[config.mk]
export PLATFORM = sky130hd
export DESIGN_NAME = gesture_tap_tempo_tracker_top
export DESIGN_NICKNAME = d
export VERILOG_FILES = /design/src/rtl/gtt_pkg.sv /design/src/rtl/gtt_div3.sv /design/src/rtl/gtt_divu.sv /design/src/rtl/gesture_tap_tempo_tracker_top.sv
export SDC_FILE = /design/constraint.sdc
export NUM_CORES = 1
export LEC_CHECK = 0
export BUFFER_PORTS_ARGS = -buffer_cell sky130_fd_sc_hd__buf_2
export CAP_MARGIN = 20
export CORE_ASPECT_RATIO = 0.7
export CORE_UTILIZATION = 61
export DETAILED_ROUTE_END_ITERATION = 12
export PLACE_DENSITY = 0.82
export SETUP_SLACK_MARGIN = 0.2
export SLEW_MARGIN = 20
export SYNTH_ARGS = -nofsm -noshare
export SYNTH_HDL_FRONTEND = slang
export SYNTH_SLANG_ARGS = --single-unit
[constraint.sdc]
create_clock -name clk -period 9.7 [get_ports clk]
set_input_delay 1.455 -clock clk [delete_from_list [all_inputs] [get_ports clk]]
set_output_delay 1.455 -clock clk [all_outputs]
set_load 0.01 [all_outputs]
[src/rtl/gtt_pkg.sv]
// Shared types and constants for the gesture tap-tempo tracker.
// Beat layouts, register indexes, reset values and the serial-unit control struct.
// No dependencies.
`default_nettype none

package gtt_pkg;

	// Serial units step one digit per cycle over this many digits
	localparam int unsigned NUM_DIGITS = 16;
	localparam int unsigned CNT_W      = $clog2(NUM_DIGITS);

	// Beats per minute times milliseconds
	localparam logic [15:0] TEMPO_DIVIDEND = 16'd60000;

	// Configuration register indexes
	localparam logic [2:0] REG_HANDEDNESS  = 3'd0;
	localparam logic [2:0] REG_INIT_TEMPO  = 3'd1;
	localparam logic [2:0] REG_SIM_THRESH  = 3'd2;
	localparam logic [2:0] REG_MIN_CONF    = 3'd3;
	localparam logic [2:0] REG_ZONE_HEIGHT = 3'd4;
	localparam logic [2:0] REG_TIMEOUT     = 3'd5;
	localparam logic [2:0] REG_MAX_TEMPO   = 3'd6;

	localparam int unsigned CFG_ADDR_W = 3;
	localparam int unsigned CFG_DATA_W = 16;

	// Register reset values
	localparam logic        RST_HANDEDNESS  = 1'b1;
	localparam logic [8:0]  RST_INIT_TEMPO  = 9'd120;
	localparam logic [14:0] RST_SIM_THRESH  = 15'd15565;
	localparam logic [8:0]  RST_MIN_CONF    = 9'd128;
	localparam logic [10:0] RST_ZONE_HEIGHT = 11'd100;
	localparam logic [15:0] RST_TIMEOUT     = 16'd2000;
	localparam logic [8:0]  RST_MAX_TEMPO   = 9'd300;

	// Input beat, last field in the lowest bits
	typedef struct packed {
		logic [2:0]  pad;
		logic [31:0] timestamp_ms;
		logic [8:0]  hip_confidence;
		logic [14:0] head_y;
		logic [14:0] hip_y;
		logic [15:0] right_dir_y;
		logic [15:0] left_dir_y;
		logic [14:0] right_hand_y;
		logic [14:0] left_hand_y;
	} gtt_in_t;

	// Output beat, last field in the lowest bits
	typedef struct packed {
		logic [3:0] pad;
		logic       gesture_end;
		logic       gesture_start;
		logic [8:0] tempo_bpm;
		logic       beat;
	} gtt_out_t;

	// Sequencer control to the serial units
	typedef struct packed {
		logic load;
		logic step;
	} gtt_ser_ctl_t;

endpackage

`default_nettype wire

[src/rtl/gtt_div3.sv]
// Bit-serial divide by three, MSB first, one quotient bit per step.
// Depends on gtt_pkg for the control struct and digit count.
`default_nettype none

module gtt_div3 (
	input  wire                                   clk,
	input  wire gtt_pkg::gtt_ser_ctl_t            ctl,
	input  wire [gtt_pkg::NUM_DIGITS-1:0]         dividend,
	output logic [gtt_pkg::NUM_DIGITS-1:0]        quotient
);

	logic [gtt_pkg::NUM_DIGITS-1:0] sh_q;
	logic [1:0]                     rem_q;
	logic [2:0]                     trial;
	logic                           ge;
	logic [2:0]                     diff;
	logic [1:0]                     rem_nxt;

	// Partial remainder with the next dividend bit appended
	always_comb begin
		trial   = {rem_q, sh_q[gtt_pkg::NUM_DIGITS-1]};
		ge      = (trial >= 3'd3);
		diff    = trial - 3'd3;
		rem_nxt = ge ? diff[1:0] : trial[1:0];
	end

	// Dividend shifts out at the top while quotient bits shift in below
	always_ff @(posedge clk) begin
		if (ctl.load) begin
			sh_q  <= dividend;
			rem_q <= 2'd0;
		end else if (ctl.step) begin
			sh_q  <= {sh_q[gtt_pkg::NUM_DIGITS-2:0], ge};
			rem_q <= rem_nxt;
		end
	end

	assign quotient = sh_q;

endmodule

`default_nettype wire

[src/rtl/gtt_divu.sv]
// Bit-serial restoring divider: fixed 60000 over a 16-bit divisor.
// Depends on gtt_pkg for the control struct, digit count and dividend.
`default_nettype none

module gtt_divu (
	input  wire                                   clk,
	input  wire gtt_pkg::gtt_ser_ctl_t            ctl,
	input  wire [gtt_pkg::NUM_DIGITS-1:0]         divisor,
	output logic [gtt_pkg::NUM_DIGITS-1:0]        quotient
);

	localparam int unsigned W = gtt_pkg::NUM_DIGITS;

	logic [W-1:0] sh_q;
	logic [W-1:0] div_q;
	logic [W-1:0] rem_q;
	logic [W:0]   trial;
	logic [W:0]   diff;
	logic         ge;
	logic [W-1:0] rem_nxt;

	always_comb begin
		trial   = {rem_q, sh_q[W-1]};
		ge      = (trial >= {1'b0, div_q});
		diff    = trial - {1'b0, div_q};
		rem_nxt = ge ? diff[W-1:0] : trial[W-1:0];
	end

	// Remainder stays below the divisor, so it fits W bits
	always_ff @(posedge clk) begin
		if (ctl.load) begin
			sh_q  <= gtt_pkg::TEMPO_DIVIDEND;
			div_q <= divisor;
			rem_q <= '0;
		end else if (ctl.step) begin
			sh_q  <= {sh_q[W-2:0], ge};
			rem_q <= rem_nxt;
		end
	end

	assign quotient = sh_q;

endmodule

`default_nettype wire

[src/rtl/gesture_tap_tempo_tracker_top.sv]
// Top level of the gesture tap-tempo tracker: stream ports, config registers,
// frame sequencer and gesture state. Uses gtt_pkg, gtt_div3 and gtt_divu.
//
// Usage
//   Slave stream (s_*) takes one skeleton frame per beat; master stream (m_*)
//   returns exactly one result beat per frame, in order.
//   Configuration is a plain write port (cfg_we, cfg_addr, cfg_wdata); write it
//   only while no frame is in flight. Writing initial_tempo also loads the
//   current tempo.
//   Two bit-serial units (zone bottom divide by three, 60000 / elapsed ms)
//   are loaded at the accepting edge, then run side by side in ST_RUN, one
//   quotient bit each per cycle; the decision follows in ST_DECIDE. A new
//   frame is taken only once the last one is written to the output
//   register: the input reopens at the edge that writes the result.
//   s_tready is high whenever no frame is being worked on, including while a
//   finished result waits in the output register.
//   When the receiver stalls, the next frame is taken and worked on, then
//   held in the decision cycle until the output register frees up.
//   Reset (arst_n low) clears the handshakes, loads every config register with
//   its default, drops any gesture and sets tempo to the initial tempo.
`default_nettype none

module gesture_tap_tempo_tracker_top (
	input  wire                                    clk,
	input  wire                                    arst_n,
	// Frame in
	input  wire                                    s_tvalid,
	output logic                                   s_tready,
	// s_tdata, low bit up: left_hand_y[15], right_hand_y[15], left_dir_y[16],
	// right_dir_y[16], hip_y[15], head_y[15], hip_confidence[9],
	// timestamp_ms[32], zero pad[3]
	input  wire [135:0]                            s_tdata,
	// Result out
	output logic                                   m_tvalid,
	input  wire                                    m_tready,
	// m_tdata, low bit up: beat[1], tempo_bpm[9], gesture_start[1],
	// gesture_end[1], zero pad[4]
	output logic [15:0]                            m_tdata,
	// Configuration write
	input  wire                                    cfg_we,
	input  wire [gtt_pkg::CFG_ADDR_W-1:0]          cfg_addr,
	input  wire [gtt_pkg::CFG_DATA_W-1:0]          cfg_wdata
);

	localparam int unsigned W     = gtt_pkg::NUM_DIGITS;
	localparam int unsigned CNT_W = gtt_pkg::CNT_W;

	localparam logic [1:0] ST_IDLE   = 2'd0;
	localparam logic [1:0] ST_RUN    = 2'd1;
	localparam logic [1:0] ST_DECIDE = 2'd2;

	// Configuration registers
	logic        handedness_q;
	logic [14:0] sim_thresh_q;
	logic [8:0]  min_conf_q;
	logic [10:0] zone_height_q;
	logic [15:0] timeout_q;
	logic [8:0]  max_tempo_q;

	// Gesture state
	logic        in_zone_q;
	logic        started_q;
	logic [31:0] start_time_q;
	logic [8:0]  tempo_q;

	// Sequencer
	logic [1:0]       st_q;
	logic [CNT_W-1:0] cnt_q;

	// Frame held for the decision
	gtt_pkg::gtt_in_t frm_in;
	gtt_pkg::gtt_in_t frm_q;
	logic             span_neg_q;
	logic             el_zero_q;
	logic             el_big_q;
	logic             timeout_hit_q;

	// Output register
	logic              out_valid_q;
	gtt_pkg::gtt_out_t out_q;

	logic                  accept;
	logic                  out_free;
	logic                  commit;
	gtt_pkg::gtt_ser_ctl_t ser_ctl;

	logic [15:0] span;
	logic [15:0] span_mag;
	logic [31:0] elapsed;
	logic [W-1:0] q3;
	logic [W-1:0] qt;

	// Decision signals
	logic [14:0] hand_sel;
	logic [15:0] dir_sel;
	logic        dir_neg;
	logic [16:0] dir_mag;
	logic [17:0] q3_s;
	logic [17:0] bottom;
	logic [17:0] top;
	logic [17:0] hand_x;
	logic        in_rng;
	logic        frame_ok;
	logic        over;

	logic        n_in_zone;
	logic        n_started;
	logic [31:0] n_start_time;
	logic [8:0]  n_tempo;
	logic        f_beat;
	logic        f_start;
	logic        f_end;

	assign frm_in   = gtt_pkg::gtt_in_t'(s_tdata);
	assign s_tready = (st_q == ST_IDLE);
	assign accept   = s_tvalid && s_tready;
	assign out_free = !out_valid_q || m_tready;
	assign commit   = (st_q == ST_DECIDE) && out_free;

	assign ser_ctl = '{load: accept, step: (st_q == ST_RUN)};

	// Head-to-hip span and elapsed time, taken straight off the incoming beat
	always_comb begin
		span     = {frm_in.head_y[14], frm_in.head_y} - {frm_in.hip_y[14], frm_in.hip_y};
		span_mag = span[15] ? (16'd0 - span) : span;
		elapsed  = frm_in.timestamp_ms - start_time_q;
	end

	gtt_div3 u_div3 (
		.clk      (clk),
		.ctl      (ser_ctl),
		.dividend (span_mag),
		.quotient (q3)
	);

	gtt_divu u_divu (
		.clk      (clk),
		.ctl      (ser_ctl),
		.divisor  (elapsed[W-1:0]),
		.quotient (qt)
	);

	// Gesture decision from the held frame and both quotients
	always_comb begin
		hand_sel = handedness_q ? frm_q.right_hand_y : frm_q.left_hand_y;
		dir_sel  = handedness_q ? frm_q.right_dir_y : frm_q.left_dir_y;
		dir_neg  = dir_sel[15];
		dir_mag  = dir_neg ? (17'd0 - {dir_sel[15], dir_sel}) : {dir_sel[15], dir_sel};

		// Truncate toward zero: divide the magnitude, then restore the sign
		q3_s   = span_neg_q ? (18'd0 - {2'b00, q3}) : {2'b00, q3};
		bottom = {{3{frm_q.hip_y[14]}}, frm_q.hip_y} + q3_s;
		top    = bottom + {7'd0, zone_height_q};
		hand_x = {{3{hand_sel[14]}}, hand_sel};
		in_rng = ($signed(hand_x) >= $signed(bottom)) && ($signed(hand_x) <= $signed(top));

		frame_ok = (frm_q.hip_confidence >= min_conf_q) && (dir_mag >= {2'b00, sim_thresh_q});

		// Zero elapsed counts as too fast; an interval past 60 s gives tempo zero
		if (el_zero_q) begin
			over = 1'b1;
		end else if (el_big_q) begin
			over = 1'b0;
		end else begin
			over = (qt > {7'd0, max_tempo_q});
		end

		n_in_zone    = in_zone_q;
		n_started    = started_q;
		n_start_time = start_time_q;
		n_tempo      = tempo_q;
		f_beat       = 1'b0;
		f_start      = 1'b0;
		f_end        = 1'b0;

		if (frame_ok) begin
			if (started_q && timeout_hit_q) begin
				n_started = 1'b0;
				f_end     = 1'b1;
			end else if (!in_zone_q) begin
				if (in_rng && dir_neg) begin
					n_in_zone = 1'b1;
					if (!started_q) begin
						f_start      = 1'b1;
						n_start_time = frm_q.timestamp_ms;
						n_started    = 1'b1;
					end else if (over) begin
						n_started = 1'b0;
						f_end     = 1'b1;
					end else begin
						n_tempo      = el_big_q ? 9'd0 : qt[8:0];
						n_start_time = frm_q.timestamp_ms;
						f_beat       = 1'b1;
					end
				end
			end else if (!in_rng) begin
				n_in_zone = 1'b0;
			end
		end
	end

	// Control state, configuration and gesture state
	always_ff @(posedge clk or negedge arst_n) begin
		if (!arst_n) begin
			handedness_q  <= gtt_pkg::RST_HANDEDNESS;
			sim_thresh_q  <= gtt_pkg::RST_SIM_THRESH;
			min_conf_q    <= gtt_pkg::RST_MIN_CONF;
			zone_height_q <= gtt_pkg::RST_ZONE_HEIGHT;
			timeout_q     <= gtt_pkg::RST_TIMEOUT;
			max_tempo_q   <= gtt_pkg::RST_MAX_TEMPO;
			in_zone_q     <= 1'b0;
			started_q     <= 1'b0;
			start_time_q  <= 32'd0;
			tempo_q       <= gtt_pkg::RST_INIT_TEMPO;
			st_q          <= ST_IDLE;
			cnt_q         <= '0;
			out_valid_q   <= 1'b0;
		end else begin
			// Drop the result once taken, unless a new one replaces it below
			if (m_tready && !commit) begin
				out_valid_q <= 1'b0;
			end

			unique case (st_q)
				ST_IDLE: begin
					if (accept) begin
						st_q  <= ST_RUN;
						cnt_q <= CNT_W'(W - 1);
					end
				end
				ST_RUN: begin
					if (cnt_q == '0) begin
						st_q <= ST_DECIDE;
					end else begin
						cnt_q <= cnt_q - CNT_W'(1);
					end
				end
				ST_DECIDE: begin
					// Hold here until the output register frees up
					if (out_free) begin
						st_q         <= ST_IDLE;
						out_valid_q  <= 1'b1;
						in_zone_q    <= n_in_zone;
						started_q    <= n_started;
						start_time_q <= n_start_time;
						tempo_q      <= n_tempo;
					end
				end
				default: begin
					st_q <= ST_IDLE;
				end
			endcase

			if (cfg_we) begin
				unique case (cfg_addr)
					gtt_pkg::REG_HANDEDNESS:  handedness_q  <= cfg_wdata[0];
					gtt_pkg::REG_INIT_TEMPO:  tempo_q       <= cfg_wdata[8:0];
					gtt_pkg::REG_SIM_THRESH:  sim_thresh_q  <= cfg_wdata[14:0];
					gtt_pkg::REG_MIN_CONF:    min_conf_q    <= cfg_wdata[8:0];
					gtt_pkg::REG_ZONE_HEIGHT: zone_height_q <= cfg_wdata[10:0];
					gtt_pkg::REG_TIMEOUT:     timeout_q     <= cfg_wdata;
					gtt_pkg::REG_MAX_TEMPO:   max_tempo_q   <= cfg_wdata[8:0];
					default: begin
					end
				endcase
			end
		end
	end

	// Frame payload and elapsed-time flags, captured on accept
	always_ff @(posedge clk) begin
		if (accept) begin
			frm_q         <= frm_in;
			span_neg_q    <= span[15];
			el_zero_q     <= (elapsed == 32'd0);
			el_big_q      <= (elapsed[31:W] != '0);
			timeout_hit_q <= (elapsed[31:W] != '0) || (elapsed[W-1:0] >= timeout_q);
		end
	end

	// Result payload
	always_ff @(posedge clk) begin
		if (commit) begin
			out_q.pad           <= '0;
			out_q.gesture_end   <= f_end;
			out_q.gesture_start <= f_start;
			out_q.tempo_bpm     <= n_tempo;
			out_q.beat          <= f_beat;
		end
	end

	assign m_tvalid = out_valid_q;
	assign m_tdata  = out_q;

	// At most one event per result
	a_flags_exclusive: assert property (@(posedge clk) disable iff (!arst_n)
		out_valid_q |-> $onehot0({out_q.beat, out_q.gesture_start, out_q.gesture_end}))
		else $error("more than one gesture event in a result");

	// The serial phase ends in the decision state once the step counter is zero
	a_run_ends: assert property (@(posedge clk) disable iff (!arst_n)
		(st_q == ST_RUN && cnt_q == '0) |=> (st_q == ST_DECIDE))
		else $error("serial phase overran");

	// An end event always leaves no gesture running
	a_end_clears: assert property (@(posedge clk) disable iff (!arst_n)
		(commit && f_end) |=> !started_q)
		else $error("gesture still running after end event");

	// An accepted beat never stores a tempo above the limit
	a_beat_limit: assert property (@(posedge clk) disable iff (!arst_n)
		(commit && f_beat) |=> (tempo_q <= max_tempo_q))
		else $error("beat stored tempo above limit");

endmodule

`default_nettype wire

==> flow_summary.json <==
{
  "critPathTopFamily": "compound AO/OA/AOI/OAI gates",
  "cp_num_buf_inv": 2,
  "crit_type": "reg2reg",
  "period_needed_ns": 8.07,
  "cts_num_sinks": 311,
  "worstReg2RegStart": "u_div3.quotient[0]",
  "die-height_um": 150,
  "num_rows": 53,
  "grtUsageMet3": 0.0420,
  "via_count": 14640,
  "hold_end": "start_time_q[15]",
  "cts_buffers": 30,
  "reg2regPathDepth": 28,
  "netlist_top_cells_area": "edfxtp_1, ha_1, dfrtp_1",
  "postCtsSetupRepairBufs": 0,
  "peakVddDrop_v": 0.000187,
  "io_buffers": 170,
  "worst-endpoint-required_ns": 10.13,
  "routed_via_density": 6.03,
  "cap_violations": 0,
  "firstDrtPassIters": 5,
  "area.growth.synth_to_final_pct": 13.0,
  "ioPinCount": 178,
  "track_usage": 0.294,
  "status": "completed",
  "synth_edf_count": 166,
  "start_kind": "register",
  "grt_setup_unrepaired": "false",
  "rrSetupSlack_ns": 1.63,
  "clk_transition_reported_paths_ns": 0.06,
  "busiest_layer": "met2",
  "avgSynthCellArea_um2": 10.5,
  "slowest_stage": "a2111oi_0",
  "synth_largest_area_cell": "edfxtp_1",
  "hold_depth": 1,
  "cts_max_level": 1,
  "globalRouteMet2Util": 0.466,
  "reg2reg_to": "start_time_q[7]",
  "dp.cells": 2369,
  "fp.coreArea_um2": 30400,
  "finClkSkew_ns": 0.0198,
  "critPathCaptureType": "register",
  "synthCells": 1817,
  "seq_area_frac_synth": 0.446,
  "yosysMostFrequentCell": "ha_1",
  "hold_start": "frm_q[116]",
  "die_x_um": 213,
  "clockBufferDepth": 3,
  "drc": 0,
  "synthArstFlopShare": 0.357,
  "wl_um": 46300,
  "drive_gt1_frac": 0.177,
  "ys_ff_latch": 311,
  "cts_resized": 0,
  "powerDensity_nw_per_um2": 310,
  "ctsHoldBuffers": 0,
  "grt_antenna_before_repair": 3,
  "die-area_um2": 31900,
  "grt_max_degree": 81,
  "synth_top_flop_cell": "edfxtp_1",
  "path_max_fanout": 17,
  "place_congestion": 0.946,
  "p_leak_nw": 9.26,
  "final_antenna_net_count": 0,
  "hold_path.class": "reg2reg",
  "cpPeakStageDelay_ns": 0.72,
  "wl_per_cell_um": 19.1,
  "initial_core_util": 0.627,
  "grt_pass1_vias": 14101,
  "nets": 2337,
  "synth_top_area_frac": 0.262,
  "finalHoldViolations": 0,
  "drt_iter0_drc": 1223,
  "worst_pin_slew_ns": 1.08,
  "globalRouteMet1Util": 0.432,
  "fmax_ghz": 0.124,
  "synthTopCellsByCount": "ha_1, edfxtp_1, inv_1, nand2_1, o21ai_0",
  "yosysWarnings": 0,
  "post_dp_cell_area_um2": 20400,
  "instances_no_fill": 2428,
  "insertion_delay_ns": 0.57,
  "fillers": 2223,
  "cts_tree": "done",
  "grt_pass1_wl_um": 73100,
  "ys_types": 84,
  "overflow": 0,
  "hpwl_um": 34300,
  "tns_ns": 0,
  "maxSlewViolCount": 0,
  "arrival_ns": 8.50,
  "slew_headroom": 0.282,
  "cts-root-buf": "clkbuf_16",
  "synth_area_um2": 19000,
  "setup_viol": 0,
  "min_period_over_period": 0.832,
  "design_area_um2": 21500
}
[worst max path at each step]
stage | start | to | slack, ns | cells after the start
CTS | u_div3.quotient[0] | start_time_q[7] | 1.64 | 28
global route | u_div3.quotient[0] | start_time_q[7] | 1.07 | 28
global placement | u_div3.quotient[0] | start_time_q[21] | 1.72 | 27
finish | u_div3.quotient[0] | start_time_q[7] | 1.63 | 28
detailed placement | u_div3.quotient[1] | start_time_q[8] | 1.71 | 28
floorplan | span_neg_q | start_time_q[0] | 2.82 | 28
[metal layers]
layer  part of all wire  up-vias
met3              0.069       63
met1               0.46     7108
li1                   -     6954
met4              0.016        2
met2               0.46      513
met5            0.00028        -
[flip-flops by register name, indices dropped and copies added, names as in the netlist, 4 cells and up]
name             flops
frm_q              118
start_time_q        32
timeout_q           16
u_div3.quotient     16
u_divu.div_q        16
u_divu.quotient     16
u_divu.rem_q        16
sim_thresh_q        15
m_tdata             12
zone_height_q       11
max_tempo_q          9
min_conf_q           9
tempo_q              9
cnt_q                4
[report_power, final]
group / switching (mW) / internal [mW]
logic: 1.98 / 1.42
registers: 0.198 / 1.74
clock network: 0.512 / 0.803
[cells by family (layout without fill, tap and decap cells)]
family	Yosys count	in the layout	synth area share
xor+xnor	104	104	0.0479
buf+inv	207	400	0.0423
flops	311	311	0.446
mux	143	143	0.0823
other cells	1	7	0.000197
fa+ha+maj	188	188	0.126
compound gates	423	423	0.142
simple gates	440	440	0.114
[cell usage in the layout, fill, tap and decap left out, types with 16 or more instances in the layout]
cell type  instances
ha_1             183
buf_2            169
edfxtp_1         166
inv_1            161
nand2_1          147
o21ai_0          106
nor2_1            91
a21oi_1           91
dfrtp_1           83
xnor2_1           70
mux2_2            66
mux2_1            41
o21ai_1           37
mux2i_1           36
a21o_1            36
xor2_1            34
clkbuf_16         34
dfxtp_1           34
nor3_1            32
nand3_1           30
dfstp_2           28
nand2b_1          22
nor2b_1           22
a211oi_1          18
o31ai_1           18
o21a_1            16
[stage by stage]
stage / power [mW] / util / hold WS [ns] / setup slack (ns)
after floorplan: 4.42 / - / 0.439 / 2.82
after global placement: 5.02 / 0.669 / 0.440 / 1.72
after detailed placement: 5.25 / 0.670 / 0.448 / 1.71
after CTS: 6.61 / 0.708 / 0.460 / 1.64
after global routing: 7.15 / 0.708 / 0.474 / 1.07
final: 6.66 / 0.708 / 0.459 / 1.63
[worst reg2reg max path, delay by kind of cell (launching register included)]
family                     cells  cell delay, ns
buffers and inverters          2            0.32
muxes                          2            0.54
and+or+nand+nor                9            2.41
DFF                            1            0.44
xor gates and xnor gates       2            0.35
adders and majority gates      4            1.41
AOI/OAI and AO/OA              9            2.50
[area by class of cell]
class	instances	area, um^2	share of cell area
clock inverter	17	258	0.0120
antenna	3	7.51	0.000349
tap	412	515	0.0240
inverter	162	613	0.0285
clock buffer	39	880	0.0409
sequential	311	8480	0.394
multi-input combinational	1302	9790	0.455
timing repair buffer	182	963	0.0448
No activity file was read; power rests on OpenSTA's default activity.
